`src/rtl/core/lmfr_pkg.sv`:
```
// Shared types and constants for the LED matrix frame refresh core.
// Used by every module under rtl/core; depends on nothing.
package lmfr_pkg;

  localparam int NUM_DISPLAYS_DEF  = 20;
  localparam int CHARS_PER_ROW_DEF = 20;

  // Character cell geometry
  localparam int NCOL         = 5;
  localparam int NROW         = 7;
  localparam int GAP_COLS     = 2;
  localparam int GAP_ROWS     = 8;
  localparam int CELL_PITCH_X = NCOL + GAP_COLS;
  localparam int CELL_PITCH_Y = NROW + GAP_ROWS;

  // Coordinate mapping: exact reciprocal multiply for 15-bit non-negative values
  localparam int              COORD_W = 15;
  localparam int              RECIP_W = 16;
  localparam int              PROD_W  = COORD_W + RECIP_W;
  localparam logic [RECIP_W-1:0] RECIP_X = 16'd37450;  // ceil(2^18 / 7)
  localparam int              SHIFT_X = 18;
  localparam logic [RECIP_W-1:0] RECIP_Y = 16'd34953;  // ceil(2^19 / 15)
  localparam int              SHIFT_Y = 19;
  localparam int              CQ_W    = 7;   // character column / row index
  localparam int              CELL_W  = 14;  // row * chars_per_row + column
  localparam int              ADDR_W  = 10;  // covers 5 * 4 * 32 entries

  localparam int DOT_W    = 3;
  localparam int COL_W    = 3;
  localparam int CHAR_W   = 7;
  localparam int DRV_W    = 5;
  localparam int CNT_W    = 16;

  // Configuration port
  localparam int                CFG_IW        = 1;
  localparam int                CFG_DW        = 16;
  localparam logic [CFG_IW-1:0] REG_ON_TICKS  = 1'b0;
  localparam logic [CFG_IW-1:0] REG_OFF_TICKS = 1'b1;
  localparam logic [CFG_DW-1:0] ON_TICKS_RST  = 16'd254;
  localparam logic [CFG_DW-1:0] OFF_TICKS_RST = 16'd1;

  localparam int QDEPTH = 8;

  typedef enum logic [1:0] {
    MODE_TICK  = 2'd0,
    MODE_PIXEL = 2'd1,
    MODE_CLEAR = 2'd2,
    MODE_SWAP  = 2'd3
  } mode_t;

  typedef struct packed {
    mode_t             mode;
    logic              pixel_on;
    logic              wr_ok;
    logic [DOT_W-1:0]  row;
    logic [ADDR_W-1:0] addr;
  } cmd_t;

endpackage

```
`src/rtl/core/lmfr_queue.sv`:
```
// Command queue between front end and scan back end.
// Small register FIFO of cmd_t entries; depends on lmfr_pkg.
module lmfr_queue #(
  parameter int DEPTH = lmfr_pkg::QDEPTH
) (
  input  logic                         clk,
  input  logic                         rst_n,
  input  logic                         push,
  input  lmfr_pkg::cmd_t               push_cmd,
  input  logic                         pop,
  output lmfr_pkg::cmd_t               pop_cmd,
  output logic                         not_empty,
  output logic [$clog2(DEPTH+1)-1:0]   count
);
  import lmfr_pkg::*;

  localparam int IW = $clog2(DEPTH);
  localparam int CW = $clog2(DEPTH + 1);

  cmd_t            q_mem_r [DEPTH];
  logic [IW-1:0]   wr_ptr_r;
  logic [IW-1:0]   rd_ptr_r;
  logic [CW-1:0]   count_r;

  always_ff @(posedge clk) begin
    if (!rst_n) begin
      wr_ptr_r <= '0;
      rd_ptr_r <= '0;
      count_r  <= '0;
    end else begin
      if (push) begin
        wr_ptr_r <= (int'(wr_ptr_r) == DEPTH - 1) ? '0 : wr_ptr_r + 1'b1;
      end
      if (pop) begin
        rd_ptr_r <= (int'(rd_ptr_r) == DEPTH - 1) ? '0 : rd_ptr_r + 1'b1;
      end
      if (push && !pop) begin
        count_r <= count_r + 1'b1;
      end else if (pop && !push) begin
        count_r <= count_r - 1'b1;
      end
    end
  end

  always_ff @(posedge clk) begin
    if (push) begin
      q_mem_r[wr_ptr_r] <= push_cmd;
    end
  end

  assign pop_cmd   = q_mem_r[rd_ptr_r];
  assign not_empty = (count_r != '0);
  assign count     = count_r;

endmodule

```
`config.mk`:
```
export PLATFORM = sky130hd
export DESIGN_NAME = lmfr_queue
export DESIGN_NICKNAME = d
export VERILOG_FILES = /design/src/rtl/core/lmfr_pkg.sv /design/src/rtl/core/lmfr_queue.sv
export SDC_FILE = /design/constraint.sdc
export NUM_CORES = 1
export LEC_CHECK = 0
export ABC_AREA = 0
export BUFFER_PORTS_ARGS = -buffer_cell sky130_fd_sc_hd__buf_2
export CORE_UTILIZATION = 28
export DETAILED_ROUTE_END_ITERATION = 8
export SETUP_SLACK_MARGIN = 0.5
export SYNTH_ARGS = -nofsm -noshare
export SYNTH_HDL_FRONTEND = slang
export SYNTH_SLANG_ARGS = --single-unit
```
`constraint.sdc`:
```
create_clock -name clk -period 2.3 [get_ports clk]
set_input_delay 0.115 -clock clk [delete_from_list [all_inputs] [get_ports clk]]
set_output_delay 0.115 -clock clk [all_outputs]
set_load 0.005 [all_outputs]
```
==> flow_summary.json <==
{
  "r2r_slack_ns": 0.87,
  "dp_hpwl_um": 7133,
  "grt_max_degree": 21,
  "fmax_mhz": 476.4,
  "cts_sinks": 149,
  "grt_overflow_total": 0,
  "wire_per_inst_um": 18.40,
  "rsz0062_at_grt": "true",
  "dieArea_um2": 21490,
  "crit_fanout": 10,
  "pwr-share-seq": 0.491,
  "maxSlewHeadroom": 0.8100,
  "synth_area_leaders": "edfxtp_1 70%, mux4_1 11%, dfxtp_1 4.4%",
  "drtAntennaViolNets": 0,
  "drt_iter0_drc": 173,
  "irDropWorstVdd_v": 0.0005178,
  "syn-instance-count": 270,
  "finalSetupTns_ns": 0,
  "ys_types": 27,
  "io_buffers": 42,
  "swShare": 0.2112,
  "drive_gt1_frac": 0.3753,
  "grtUsageTotal": 0.1145,
  "h-tree-depth": 4,
  "whs_endpoint": "count[1]",
  "synthArstFlopShare": 0,
  "path_class": "reg -> out",
  "endpoint_kind": "output pin",
  "clk_pin_slew_ns": 0.06,
  "r2r_start": "count[2]",
  "worstHoldPathCells": 2,
  "fin_cells": 643,
  "r2r_end": "count[3]",
  "tightest_slew_ns": 0.2850,
  "synth_top_family_by_area": "multiplexers",
  "die_w_um": 146.6,
  "fin_ws_ns": 0.2007,
  "wirelength_um": 11830,
  "fin_nets": 389,
  "vias": 2848,
  "finalHoldViolations": 0,
  "initial_core_util": 0.2875,
  "skew_ns": 0.01065,
  "insertion_delay_ns": 0.42,
  "worst_setup_path_start_kind": "register",
  "hold_path.class": "in -> reg",
  "synth_top_area_frac": 0.6976,
  "grt_pass1_vias": 3017,
  "clock_path_buffers": 2,
  "syn2layout_area_growth_pct": 24.98,
  "place_inst": 592,
  "combPwrFrac": 0.081,
  "seq_area_frac_synth": 0.7420,
  "ys_seq_elements": 149,
  "powerDensity_nw_per_um2": 852.8,
  "synthSimpleGateAreaFrac": 0.02821,
  "hp-start": "rst_n",
  "setup_viol": 0,
  "synth-compound-area-share": 0.007694,
  "dp_slack_ns": 0.4753,
  "synth-xor-area-share": 0.002992,
  "syn_area_per_cell_um2": 21.68,
  "vias_per_cell": 4.429,
  "synth_nets": 299,
  "yosysWarnings": 0,
  "ys.flop_type": "edfxtp_1",
  "synthMuxAreaShare": 0.1857,
  "grt_pass1_wl_um": 17520,
  "period_minus_slack_ns": 2.099,
  "synth_top_cell_by_area": "edfxtp_1",
  "antennaDiodeCount": 0,
  "dieHeight_um": 146.6,
  "critPathArrivalTime_ns": 1.98,
  "antenna_found_initial": 0,
  "place.gp.congestion": 0.6704,
  "drtPass1Iterations": 4,
  "switchingPower_w": 0.001318,
  "maxCapViolCount": 0,
  "post_cts_buffers": 0,
  "synth_adder_area_share": 0.01838,
  "yosysMostFrequentCell": "edfxtp_1",
  "rr_worst_depth": 5,
  "pwr-share-clk": 0.428,
  "cts_tree": "done",
  "ios": 43,
  "syn_area_um2": 5854,
  "synth-edff-count": 136,
  "outcome": "finished clean",
  "drt_drc_violations_left": 0,
  "min_period_over_period": 0.9127,
  "design.core.area_um2": 20360,
  "cp.required_ns": 2.18,
  "p_leak_nw": 2.493,
  "internal-power_w": 0.004922,
  "cts_buffers": 17,
  "fp-row-count": 52,
  "netlist_top_cells_count": "136 x edfxtp_1, 24 x mux4_1, 17 x mux2_2, 13 x dfxtp_1, 10 x mux4_2",
  "slew_viol_final": 0,
  "clockRootBuffer": "clkbuf_16"
}
[how the worst max path moves through the flow]
stage / startpoint / end / slack, ns / depth (start not counted)
floorplan: wr_ptr_r[2] / q_mem_r[2][0] / 0.63 / 2
global placement: register / pop_cmd[14] / 0.49 / 4
detailed placement: register / pop_cmd[1] / 0.48 / 4
CTS: register / pop_cmd[1] / 0.15 / 4
global route: register / pop_cmd[1] / 0.12 / 4
finish: register / pop_cmd[1] / 0.20 / 4
[critical path: stages (launching register included)]
cell	delay (ns)
dfxtp_4	0.43
buf_12	0.17
mux4_1	0.56
mux2_2	0.28
buf_2	0.13
[state kept, by name, indices dropped and copies added, names as in the netlist, named ones only]
register,cells
count,4
rd_ptr_r,3
q_mem_r,136
wr_ptr_r,3
[cell usage in the layout, fill, tap and decap left out, types with 3 or more instances in the layout]
cell type / netlist / layout
buf_4: 0 / 20
dlygate4sd3_1: 0 / 17
mux4_1: 24 / 11
buf_2: 1 / 38
dfxtp_1: 13 / 12
mux2_4: 0 / 4
edfxtp_1: 136 / 136
inv_1: 3 / 3
mux2_2: 17 / 13
ha_1: 7 / 7
nor2_1: 8 / 8
and2_1: 4 / 4
clkinvlp_4: 0 / 4
clkbuf_16: 0 / 19
nand2b_1: 4 / 4
buf_6: 4 / 4
mux2i_1: 4 / 4
clkinv_2: 0 / 5
nor2b_1: 5 / 5
nand2_1: 7 / 7
mux4_2: 10 / 23
a21oi_1: 3 / 3
[cell type report]
cell class | count | area (µm²)
timing repair buffer | 83 | 645.6
clock inverter | 13 | 132.6
inverter | 3 | 11.26
multi-input combinational | 106 | 1399
tap | 270 | 337.8
fill | 1878 | 13050
sequential | 149 | 4348
clock buffer | 19 | 442.9
[timing repair]
action	4_1_cts	5_1_grt
hold buffers	17	0
hold endpoints to repair	136	0
cloned	0	2
resized for setup	6	22
endpoints found under the setup margin	17	17
[power groups by stage]
| stage | Clock [W] | Combinational (W) | Sequential [W] |
|---|---|---|---|
| after floorplan | 0 | 0.000271 | 0.00311 |
| after global placement | 0 | 0.000436 | 0.00311 |
| after detailed placement | 0 | 0.000449 | 0.00312 |
| after CTS | 0.00273 | 0.000483 | 0.00306 |
| after global routing | 0.00284 | 0.000557 | 0.00307 |
| final | 0.00267 | 0.000507 | 0.00307 |
[per-layer routing]
metal | part of all wire | track usage
met1 | 0.44 | 0.1364
met5 | 0 | 0
met4 | 0.012 | 0.04688
met3 | 0.037 | 0.03469
met2 | 0.51 | 0.1924
[metrics by stage]
stage	utilization	hold slack [ns]	total power, W	area [µm²]
detailed placement	0.3193	0.3890	0.003567	6502
global route	0.3593	0.04096	0.006470	7317
CTS	0.3572	0.03440	0.006273	7273
finish	0.3593	0.04781	0.006240	7317
global placement	0.3193	0.3773	0.003550	6502
floorplan	-	0.2139	0.003382	5864
[kinds of logic after synthesis]
family          count (synthesis)
xor+xnor                        2
mux                            55
compound gates                  8
buf+inv                        15
flops                         149
fa+ha+maj                       8
simple gates                   33
Note: power is estimated with default switching activity, not from simulation.
