## src/rtl/core/lmfr_pkg.sv

```systemverilog
// Shared types and constants for the LED matrix frame refresh core.
// Used by every module under rtl/core; depends on nothing.
package lmfr_pkg;

  localparam int NUM_DISPLAYS_DEF  = 20;
  localparam int CHARS_PER_ROW_DEF = 20;

  // Character cell geometry
  localparam int NCOL         = 5;
  localparam int NROW         = 7;
  localparam int GAP_COLS     = 2;
  localparam int GAP_ROWS     = 8;
  localparam int CELL_PITCH_X = NCOL + GAP_COLS;
  localparam int CELL_PITCH_Y = NROW + GAP_ROWS;

  // Coordinate mapping: exact reciprocal multiply for 15-bit non-negative values
  localparam int              COORD_W = 15;
  localparam int              RECIP_W = 16;
  localparam int              PROD_W  = COORD_W + RECIP_W;
  localparam logic [RECIP_W-1:0] RECIP_X = 16'd37450;  // ceil(2^18 / 7)
  localparam int              SHIFT_X = 18;
  localparam logic [RECIP_W-1:0] RECIP_Y = 16'd34953;  // ceil(2^19 / 15)
  localparam int              SHIFT_Y = 19;
  localparam int              CQ_W    = 7;   // character column / row index
  localparam int              CELL_W  = 14;  // row * chars_per_row + column
  localparam int              ADDR_W  = 10;  // covers 5 * 4 * 32 entries

  localparam int DOT_W    = 3;
  localparam int COL_W    = 3;
  localparam int CHAR_W   = 7;
  localparam int DRV_W    = 5;
  localparam int CNT_W    = 16;

  // Configuration port
  localparam int                CFG_IW        = 1;
  localparam int                CFG_DW        = 16;
  localparam logic [CFG_IW-1:0] REG_ON_TICKS  = 1'b0;
  localparam logic [CFG_IW-1:0] REG_OFF_TICKS = 1'b1;
  localparam logic [CFG_DW-1:0] ON_TICKS_RST  = 16'd254;
  localparam logic [CFG_DW-1:0] OFF_TICKS_RST = 16'd1;

  localparam int QDEPTH = 8;

  typedef enum logic [1:0] {
    MODE_TICK  = 2'd0,
    MODE_PIXEL = 2'd1,
    MODE_CLEAR = 2'd2,
    MODE_SWAP  = 2'd3
  } mode_t;

  typedef struct packed {
    mode_t             mode;
    logic              pixel_on;
    logic              wr_ok;
    logic [DOT_W-1:0]  row;
    logic [ADDR_W-1:0] addr;
  } cmd_t;

endpackage

```

## src/rtl/core/lmfr_front.sv

```systemverilog
// Front end: takes command beats and maps pixel coordinates onto frame store entries.
// Two register stages; depends on lmfr_pkg.
module lmfr_front #(
  parameter int NUM_DISPLAYS  = lmfr_pkg::NUM_DISPLAYS_DEF,
  parameter int CHARS_PER_ROW = lmfr_pkg::CHARS_PER_ROW_DEF
) (
  input  logic                clk,
  input  logic                rst_n,
  input  logic                accept,
  input  lmfr_pkg::mode_t     mode,
  input  logic signed [15:0]  pixel_x,
  input  logic signed [15:0]  pixel_y,
  input  logic                pixel_on,
  output logic                push,
  output lmfr_pkg::cmd_t      push_cmd,
  output logic [1:0]          inflight
);
  import lmfr_pkg::*;

  localparam int NCHR  = NUM_DISPLAYS * 4;
  localparam int SCR_W = CELL_PITCH_X * CHARS_PER_ROW - GAP_COLS;
  localparam int SCR_H = CELL_PITCH_Y * (NCHR / CHARS_PER_ROW) - GAP_ROWS;

  logic                s1_v_r;
  mode_t               s1_mode_r;
  logic                s1_on_r;
  logic                s1_ok_r;
  logic [2:0]          s1_x_r;
  logic [3:0]          s1_y_r;
  logic [PROD_W-1:0]   s1_xp_r;
  logic [PROD_W-1:0]   s1_yp_r;

  logic                s2_v_r;
  mode_t               s2_mode_r;
  logic                s2_on_r;
  logic                s2_ok_r;
  logic [2:0]          s2_col_r;
  logic [DOT_W-1:0]    s2_row_r;
  logic [CELL_W-1:0]   s2_cell_r;

  logic                in_range;
  logic [CQ_W-1:0]     qx;
  logic [CQ_W-1:0]     qy;
  logic [2:0]          rx;
  logic [3:0]          ry;
  logic                gap_ok;
  logic [CELL_W-1:0]   cell_nxt;

  assign in_range = !pixel_x[15] && (int'(pixel_x) < SCR_W) &&
                    !pixel_y[15] && (int'(pixel_y) < SCR_H);

  // Quotient bits come straight from the product; remainder mod 8/16 only
  // needs the low quotient bits since r = v - 8q + q (or v - 16q + q).
  assign qx       = s1_xp_r[SHIFT_X +: CQ_W];
  assign qy       = s1_yp_r[SHIFT_Y +: CQ_W];
  assign rx       = 3'(s1_x_r + s1_xp_r[SHIFT_X +: 3]);
  assign ry       = 4'(s1_y_r + s1_yp_r[SHIFT_Y +: 4]);
  assign gap_ok   = (int'(rx) < NCOL) && (int'(ry) < NROW);
  assign cell_nxt = CELL_W'(int'(qy) * CHARS_PER_ROW + int'(qx));

  always_ff @(posedge clk) begin
    if (!rst_n) begin
      s1_v_r <= 1'b0;
      s2_v_r <= 1'b0;
    end else begin
      s1_v_r <= accept;
      s2_v_r <= s1_v_r;
    end
  end

  always_ff @(posedge clk) begin
    if (accept) begin
      s1_mode_r <= mode;
      s1_on_r   <= pixel_on;
      s1_ok_r   <= in_range;
      s1_x_r    <= pixel_x[2:0];
      s1_y_r    <= pixel_y[3:0];
      s1_xp_r   <= PROD_W'(pixel_x[COORD_W-1:0]) * PROD_W'(RECIP_X);
      s1_yp_r   <= PROD_W'(pixel_y[COORD_W-1:0]) * PROD_W'(RECIP_Y);
    end
    s2_mode_r <= s1_mode_r;
    s2_on_r   <= s1_on_r;
    s2_ok_r   <= s1_ok_r && gap_ok;
    s2_col_r  <= rx;
    s2_row_r  <= ry[DOT_W-1:0];
    s2_cell_r <= cell_nxt;
  end

  // Chain position counts from the far end: last character is entry 0.
  always_comb begin
    push_cmd.mode     = s2_mode_r;
    push_cmd.pixel_on = s2_on_r;
    push_cmd.wr_ok    = s2_ok_r && (int'(s2_cell_r) < NCHR);
    push_cmd.row      = s2_row_r;
    push_cmd.addr     = ADDR_W'(int'(s2_col_r) * NCHR + (NCHR - 1) - int'(s2_cell_r));
  end

  assign push     = s2_v_r;
  assign inflight = {1'b0, s1_v_r} + {1'b0, s2_v_r};

endmodule

```

## config.mk

```make
export PLATFORM = sky130hd
export DESIGN_NAME = lmfr_front
export DESIGN_NICKNAME = d
export VERILOG_FILES = /design/src/rtl/core/lmfr_pkg.sv /design/src/rtl/core/lmfr_front.sv
export SDC_FILE = /design/constraint.sdc
export NUM_CORES = 1
export LEC_CHECK = 0
export BUFFER_PORTS_ARGS = -buffer_cell sky130_fd_sc_hd__clkbuf_2
export CORE_AREA = 4 4 142 144
export DETAILED_ROUTE_END_ITERATION = 12
export DIE_AREA = 0 0 146 148
export HOLD_SLACK_MARGIN = 0.08
export PLACE_DENSITY = 0.51
export SETUP_SLACK_MARGIN = 0.1
export SYNTH_ARGS = -nofsm -noshare
export SYNTH_HDL_FRONTEND = slang
export SYNTH_SLANG_ARGS = --single-unit
```

## constraint.sdc

```tcl
create_clock -name clk -period 4.46 [get_ports clk]
set_clock_uncertainty 0.1 [all_clocks]
set_input_delay 0.223 -clock clk [delete_from_list [all_inputs] [get_ports clk]]
set_output_delay 0.223 -clock clk [all_outputs]
set_load 0.02 [all_outputs]
```

==> results of run 1 <==
critical path, cell delays in order:
cell       delay (ps)
buf_4             130
ha_4              270
ha_4              190
ha_4              250
inv_2              30
fa_1              500
inv_2              40
fa_1              510
inv_2              40
fa_1              510
inv_2              50
ha_4              210
nand2_2            50
a211oi_2           40
a2111oi_4         390
a21oi_2           150
o22ai_4           210
mux2i_1           110
a2111oi_2         330
power breakdown:
group	switching, mW	internal [mW]	total (mW)
clock network	0.166	0.213	0.378
logic	1.96	1.63	3.59
registers	0.0971	0.729	0.826
cell usage after synthesis, drive strengths merged:
master     n
a21oi     19
a2111oi    3
fa        60
nor2       9
o21a       8
or4        2
xor2      14
nor3       4
nor4       5
buf        1
dfxtp     25
and3       2
nor4b      1
a211oi     5
ha       191
o22ai      2
o221ai     2
o21bai     4
xnor2     27
a21o      10
inv      141
a311oi     1
nor2b      3
edfxtp    25
a311o      1
mux2i      1
conb       1
nand4      7
nand2b     1
nand2      7
o21ai     12
and2       2
o211a      1
o211ai     3
or3        2
nand3      5
or2        2
path summary, 6_finish.rpt:
kind / slack [ps] / cells after the start / from / to
worst max-delay path: 190 / 19 / pixel_x[10] / s1_xp_r[24]$_DFFE_PP_
worst min-delay path: 120 / 1 / pixel_y[1] / s1_y_r[1]$_DFFE_PP_
worst max register to register: 1720 / 10 / s1_yp_r[20]$_DFFE_PP_ / s2_cell_r[11]$_DFF_P_
worst min register to register: 250 / 0 / s1_mode_r[0]$_DFFE_PP_ / s2_mode_r[0]$_DFF_P_
cell families after synthesis:
family                   after synthesis  synth area share (%)
flip-flops                            50                  19.2
buffers and inverters                142                  8.22
AND/OR/NAND/NOR                       52                  4.27
AO/OA/AOI/OAI                         71                  7.68
multiplexers                           1                 0.153
XOR/XNOR                              41                  5.50
adder cells (fa/ha/maj)              251                  55.0
other                                  1                0.0574
per-stage QoR:
stage                     hold slack [ps]  utilization (%)  TNS, ps  cells
after floorplan                       222                -        0    609
after global placement                233             39.3     -471    927
after detailed placement              238             39.3     -920    927
after CTS                             120             40.3        0    939
after global routing                  120             41.7    -24.0    941
final                                 118             41.7        0    941
placed cells by master (no fill, tap or decap), drive strengths merged, types with 10 or more instances in the layout:
cell | netlist | layout
fa | 60 | 60
buf | 1 | 34
dfxtp | 25 | 25
xor2 | 14 | 14
xnor2 | 27 | 27
ha | 191 | 191
inv | 141 | 143
clkbuf | 0 | 58
o21ai | 12 | 12
edfxtp | 25 | 25
a21oi | 19 | 19
a21o | 10 | 10
per-layer routing:
metal	global-route usage (%)	share of wire, %	up-vias
li1	-	-	2251
met5	0	0	-
met2	21.8	48	48
met4	2.16	0.74	0
met3	1.41	2.6	6
met1	17.8	49	2095
state kept, by name, summed over array words and instances, names as in the netlist:
| register | flops |
|---|---|
| s1_yp_r | 7 |
| s2_on_r | 1 |
| s2_col_r | 3 |
| s1_v_r | 1 |
| s1_on_r | 1 |
| s2_cell_r | 13 |
| s2_mode_r | 2 |
| s1_xp_r | 7 |
| s2_ok_r | 1 |
| s1_ok_r | 1 |
| s1_x_r | 3 |
| s1_y_r | 4 |
| s1_mode_r | 2 |
| s2_row_r | 3 |
| push | 1 |
cell type report:
class	count	area [sq um]
Fill cell	1803	10900
Multi-Input combinational cell	417	4990
Sequential cell	50	1250
Timing Repair Buffer	91	581
Inverter	141	529
Tap cell	234	293
Clock buffer	5	125
Clock inverter	3	26.3
timing repair:
item / CTS / global route
resized for setup: 0 / 43
pin swaps: 0 / 28
endpoints found under the setup margin: 1 / 7
buffers inserted: 0 / 2
endpoints found under the hold margin: 5 / 0
hold buffers: 4 / 0
==> run metrics, run 1 <==
final worst slack ~190 ps; max-slew violation count 0; CTS clk-pin slew, worst paths roughly 70 ps; Netlist cell types 42; dpl ws -198 ps; cell area after layout about 7800 sq um; Least-Margin Pin Slew 632 ps; core area between 15000 and 20000 sq um; RSZ-0062 raised after global routing true; CTS sink cnt 50; drt drc 0; min Tclk post-route about 4300 ps; Synth area leader ha_1; sequential element share of the synthesized area 19.2%; # IOs 58; CP max FO 3; Gate Count Post-Synth between 600 and 700; via count 4400; Cell Area, Synth ~6500 sq um; Yosys warning count 0; CP Capture Type flip-flop; post-route ant nets 0; pwr dens between 600 and 700 nW/um^2; post-layout total power between 4 and 5 mW; Root Buffer clkbuf_16; Clk Latency, worst-skew pair slightly below 300 ps; largest net degree at the start of global routing 27; nets@finish ~1000; status finished clean; Yosys top cell area share around 37%; # diodes 0; VDD IR max 296 uV; initial cell density of the core 34.9%; worst setup path class input pin to flip-flop; clk buf depth 2; Critical Path AT between 4000 and 5000 ps; Hold Crit Class input pin to flip-flop; Yosys reg bits 50; Mapped Avg Cell Area ~11 sq um; fin crit share around 96%; area grow syn2layout 19.3%; Slew headroom approximately 58%; Synth area leaders ha_1, fa_1, edfxtp_1; worst path required time 4460 ps; Initial DRC Count between 100 and 150; vias in the first global route approximately 4700; dpl hpwl roughly 12000 um; endpoints failing setup 0; fmax about 230 MHz; Avg WL per Cell between 10 and 15 um; die width ~150 um; CP Launch Type input pin; endpoints failing hold 0; P_leak approximately 4.0 nW; gr usage total 12.8%; Die H 148 um; number of max-cap violations 0; share of cells above drive strength 1 19.0%; drt first pass iters 4; PortBufs 57; placed inst area roughly 7400 sq um; CTS HTree Levels 2; Post-Syn Nets about 900; routability congestion estimate about 0.8; via/cell ratio around 4.7; Die Area 21600 sq um; CTS tree built; DRT Wirelength 13300 um; grt ovf 0; first-pass GRT wire length approximately 23000 um; initial antenna violation count 0; row count 50; total CTS buffers 5
No activity file was read; power rests on OpenSTA's default activity.
==> run 2, diff against run 1 <==
--- a/config.mk
+++ b/config.mk
@@ -6,10 +6,10 @@
 export NUM_CORES = 1
 export LEC_CHECK = 0
 export BUFFER_PORTS_ARGS = -buffer_cell sky130_fd_sc_hd__clkbuf_2
-export CORE_AREA = 4 4 142 144
+export CORE_AREA = 4 4 169 122
 export DETAILED_ROUTE_END_ITERATION = 12
-export DIE_AREA = 0 0 146 148
-export HOLD_SLACK_MARGIN = 0.08
+export DIE_AREA = 0 0 173 126
+export HOLD_SLACK_MARGIN = 0.03
 export PLACE_DENSITY = 0.51
 export SETUP_SLACK_MARGIN = 0.1
 export SYNTH_ARGS = -nofsm -noshare
==> run metrics, run 2 (synthesis results as in run 1) <==
CP Capture Point s1_xp_r[22]$_DFFE_PP_; status finished clean; # diodes 0 (unchanged); Critical Path AT 4140 ps (-130 ps); max-slew violation count 0 (unchanged); CP max FO 3 (unchanged); core area 18800 sq um (+0.58%); Initial DRC Count 176 (+47%); vias in the first global route 4586 (-2.4%); # IOs 58 (unchanged); reg2reg setup slack 1690 ps (-30 ps); CTS sink cnt 50 (unchanged); share of cells above drive strength 1 17.0% (-2.0 points); first-pass GRT wire length 23800 um (+5.0%); max reg flops 13 (unchanged); hold_ws 59.4 ps (-58.8 ps); total CTS buffers 5 (unchanged); initial antenna violation count 0 (unchanged); dpl hpwl 12500 um (+2.5%); Least-Margin Pin Slew 705 ps (+73.2 ps); Avg WL per Cell 14.8 um (+4.5%); grt ovf 0 (unchanged); fmax 238 MHz (+1.5%); placed cells 931 (+0.43%); via count 4344 (-1.3%); CP Capture Type flip-flop; endpoints failing hold 0 (unchanged); Slew headroom 53.0% (-4.9 points); routability congestion estimate 0.848 (+3.8%); initial cell density of the core 34.7% (-0.20 points); gr usage total 13.2% (+0.47 points); die width 173 um (+18%); via/cell ratio 4.60 (-1.6%); Biggest register s2_cell_r; most frequent cells in the layout ha_1, inv_1, fa_1, clkbuf_2, xnor2_1; Largest regs s2_cell_r x13, s1_xp_r x7, s1_yp_r x7; most common cell after layout, fill and taps aside ha_1; VDD IR max 336 uV (+14%); reg-to-reg endpoint s2_cell_r[11]$_DFF_P_; Critical Path Source pixel_x[12]; worst setup path class input pin to flip-flop; number of max-cap violations 0 (unchanged); CTS HTree Levels 2 (unchanged); clk buf depth 2 (unchanged); Layout Cells excl Fill 944 (+0.32%); CP Launch Type input pin; largest net degree at the start of global routing 27 (unchanged); worst path required time 4390 ps (-70 ps); Die H 126 um (-15%); drt drc 0 (unchanged); endpoints failing setup 0 (unchanged); row count 42 (-16%); RSZ-0062 raised after global routing true; fin crit share 94.3% (-1.4 points); PortBufs 57 (unchanged); nets@finish 990 (-0.50%); post-layout total power 4.86 mW (+1.3%); FF-to-FF Start s1_yp_r[20]$_DFFE_PP_; min Tclk post-route 4210 ps (-62.0 ps); FF-to-FF path depth 10 (unchanged); post-route ant nets 0 (unchanged); CTS clk-pin slew, worst paths 60 ps (about the same); utilization after layout 41.3% (-0.39 points); hold path cells 2 (+1); CTS tree built; area grow syn2layout 18.9%; Hold Crit Class input pin to flip-flop; Root Buffer clkbuf_16; Clk Latency, worst-skew pair 280 ps (about the same); Die Area 21800 sq um (+0.88%); drt first pass iters 5 (+1); DRT Wirelength 14000 um (+4.8%); pwr dens 625 nW/um^2 (+1.7%); P_leak 4.05 nW (+0.22%)
[run 2: stage by stage]
stage | setup slack [ps] | area (sq um) | setup TNS (ps)
after detailed placement | -219 | 7340 | -896
after global placement | -173 | 7340 | -717
after floorplan | 117 | 6560 | 0
final | 254 | 7770 | 0
after CTS | 92.2 | 7690 | 0
after global routing | 50.4 | 7770 | 0
[run 2: how the worst min path moves through the flow]
stage | startpoint | end | slack, ps
6_report | rst_n | push$_SDFF_PN0_ | 60
3_5_place_dp | s1_on_r$_DFFE_PP_ | s2_on_r$_DFF_P_ | 240
3_3_place_gp | s1_on_r$_DFFE_PP_ | s2_on_r$_DFF_P_ | 230
4_1_cts | rst_n | push$_SDFF_PN0_ | 60
5_1_grt | rst_n | s1_v_r$_SDFF_PN0_ | 60
2_1_floorplan | mode[0] | s1_mode_r[0]$_DFFE_PP_ | 220
[run 2: final cells by class]
class / count / area (sq um)
Clock buffer: 6 / 150
Clock inverter: 2 / 10.0
Fill cell: 1822 / 11000
Inverter: 141 / 529
Multi-Input combinational cell: 417 / 4970
Sequential cell: 50 / 1250
Tap cell: 242 / 303
Timing Repair Buffer: 86 / 554
[run 2: routing by layer]
metal  GRT usage (%)  share of wire, %  up-vias
met5               0                 0        -
li1                -                 -     2236
met4            1.41              0.67        0
met3            2.76               4.6        9
met1            21.2                56     2028
met2            18.7                38       71
[run 2: worst max-delay path, stage by stage]
cell and delay [ps]:
clkbuf_16 130, ha_4 220, ha_1 290, ha_1 290
fa_1 450, fa_1 500, inv_1 50, fa_1 470
inv_1 60, ha_4 270, nand4_1 80, a211oi_2 220
a2111oi_4 120, a21oi_2 250, o22ai_4 110, buf_4 150
buf_4 130, xnor2_1 110
[run 2: timing repair]
| item | CTS | global route |
|---|---|---|
| resized for setup | 17 | 10 |
| setup buffers | 1 | 1 |
| cloned | 0 | 0 |
| endpoints found under the hold margin | 3 | 0 |
| hold buffers | 3 | 0 |
| endpoints found under the setup margin | 1 | 10 |
| pin swaps | 16 | 10 |
[run 2: power breakdown]
part	switching, mW	internal [mW]	total [mW]	leakage, nW
registers	0.104	0.730	0.833	0.455
clock network	0.153	0.240	0.393	0.0818
logic	2.01	1.62	3.63	3.52
==> run 3, diff against run 2 <==
--- a/config.mk
+++ b/config.mk
@@ -5,7 +5,7 @@
 export SDC_FILE = /design/constraint.sdc
 export NUM_CORES = 1
 export LEC_CHECK = 0
-export BUFFER_PORTS_ARGS = -buffer_cell sky130_fd_sc_hd__clkbuf_2
+export BUFFER_PORTS_ARGS = -buffer_cell sky130_fd_sc_hd__buf_2
 export CORE_AREA = 4 4 169 122
 export DETAILED_ROUTE_END_ITERATION = 12
 export DIE_AREA = 0 0 173 126
==> run metrics, run 3 (synthesis results as in run 1) <==
via/cell ratio 4.64 (+0.90%); # IOs 58 (unchanged); CP Capture Type flip-flop; pwr dens 633 nW/um^2 (+1.2%); setup TNS 0 ps (unchanged); worst path required time 4450 ps (+60 ps); total CTS buffers 5 (unchanged); Die H 126 um (unchanged); Biggest register s2_cell_r; min-delay src rst_n; CP Launch Type input pin; row count 42 (unchanged); vias in the first global route 4601 (+0.33%); die width 173 um (unchanged); Critical Path Source pixel_x[12]; Largest regs s2_cell_r x13, s1_xp_r x7, s1_yp_r x7; max-slew violation count 0 (unchanged); area grow syn2layout 19.6%; min Tclk post-route 4280 ps (+75.8 ps); routability congestion estimate 0.846 (-0.20%); worst setup path class input pin to flip-flop; grt ovf 0 (unchanged); DRT Wirelength 14200 um (+1.5%); number of max-cap violations 0 (unchanged); cell area after layout 7810 sq um (+0.55%); drt drc 0 (unchanged); via count 4383 (+0.90%); gr usage total 13.2% (about the same); max reg flops 13 (unchanged); CTS clk-pin slew, worst paths 60 ps (about the same); RSZ-0062 raised after global routing true; most common cell after layout, fill and taps aside ha_1; PortBufs 57 (unchanged); drt first pass iters 4 (-1); CTS sink cnt 50 (unchanged); endpoints failing setup 0 (unchanged); status finished clean; nets@finish 990 (unchanged); CTS tree built; P_leak 4.03 nW (-0.69%); fin crit share 96.0% (+1.7 points); Critical Path AT 4270 ps (+130 ps); Hold Crit Class input pin to flip-flop; largest net degree at the start of global routing 27 (unchanged); clk buf depth 2 (unchanged); fmax 234 MHz (-1.8%); FF-to-FF Start s1_yp_r[20]$_DFFE_PP_; Die Area 21800 sq um (unchanged); core area 18800 sq um (unchanged); Clk Latency, worst-skew pair 290 ps (about the same); Initial DRC Count 201 (+14%); # diodes 0 (unchanged); first-pass GRT wire length 23800 um (+0.14%); VDD IR max 380 uV (+13%); hold path cells 2 (unchanged); FF-to-FF path depth 10 (unchanged); dpl hpwl 12200 um (-2.0%); CTS HTree Levels 2 (unchanged); CP max FO 3 (unchanged); placed inst area 7330 sq um (-0.10%); initial cell density of the core 34.7% (unchanged); most frequent cells in the layout ha_1, inv_1, fa_1, buf_2; share of cells above drive strength 1 18.5% (+1.6 points); Root Buffer clkbuf_16; post-route ant nets 0 (unchanged); Least-Margin Pin Slew 639 ps (-66.1 ps); Avg WL per Cell 15.0 um (+1.5%); initial antenna violation count 0 (unchanged); endpoints failing hold 0 (unchanged); Slew headroom 57.4% (+4.4 points)
-- run 3: cell count changes in the layout (fill, tap and decap cells not counted), sizes merged --
cell,before,now
buf,26,83
clkbuf,63,6
-- run 3: worst paths after layout --
path,slack (ps),end
setup / recovery,180,s1_xp_r[24]$_DFFE_PP_
hold / removal,60,push$_SDFF_PN0_
setup reg to reg,1610,s2_cell_r[11]$_DFF_P_
hold reg to reg,240,s2_mode_r[1]$_DFF_P_
-- run 3: where the power goes --
group	internal, mW	switching, mW	total [mW]	leakage (nW)
logic	1.68	2.04	3.72	3.49
clock network	0.240	0.156	0.396	0.0818
registers	0.729	0.0997	0.829	0.455
total	2.64	2.30	4.94	4.03
-- run 3: worst max-delay path: stages --
cell	delay [ps]
buf_4	140
ha_4	250
ha_4	240
ha_4	260
fa_1	430
fa_1	490
inv_1	50
fa_1	510
inv_2	50
ha_4	260
nand4_1	170
a211oi_4	290
a2111oi_4	120
a21oi_2	250
o22ai_4	100
mux2i_1	130
a2111oi_2	290
-- run 3: routing by layer --
layer,global-route usage [%],wire length [um]
met1,20.8,7850
met2,19.7,5750
met3,1.83,529
met4,1.69,62
met5,0,0
-- run 3: stage by stage --
step	power, mW	instances	hold slack (ps)	setup slack (ps)	util, %
3_3_place_gp	4.28	930	226	-169	39.0
4_1_cts	4.88	944	56.2	105	41.0
3_5_place_dp	4.32	930	228	-244	39.0
6_report	4.94	944	58.0	178	41.5
5_1_grt	5.53	944	58.1	45.7	41.5
2_1_floorplan	3.46	609	222	117	-
-- run 3: timing repair --
action                                  in CTS  in global routing
gates resized for setup                     18                 18
setup buffers                                3                  0
endpoints found under the setup margin       3                  9
hold endpoints to repair                     3                  0
hold buffers                                 3                  0
cloned                                       0                  0
pin swaps                                   10                 17
-- run 3: cell type report --
class | count | area [sq um]
inverters | 141 | 529
multi-input cells | 417 | 5040
flip-flops and latches | 50 | 1250
clock buffers | 6 | 150
well taps | 242 | 303
repair buffers | 86 | 528
fillers | 1810 | 11000
clock inverters | 2 | 10.0
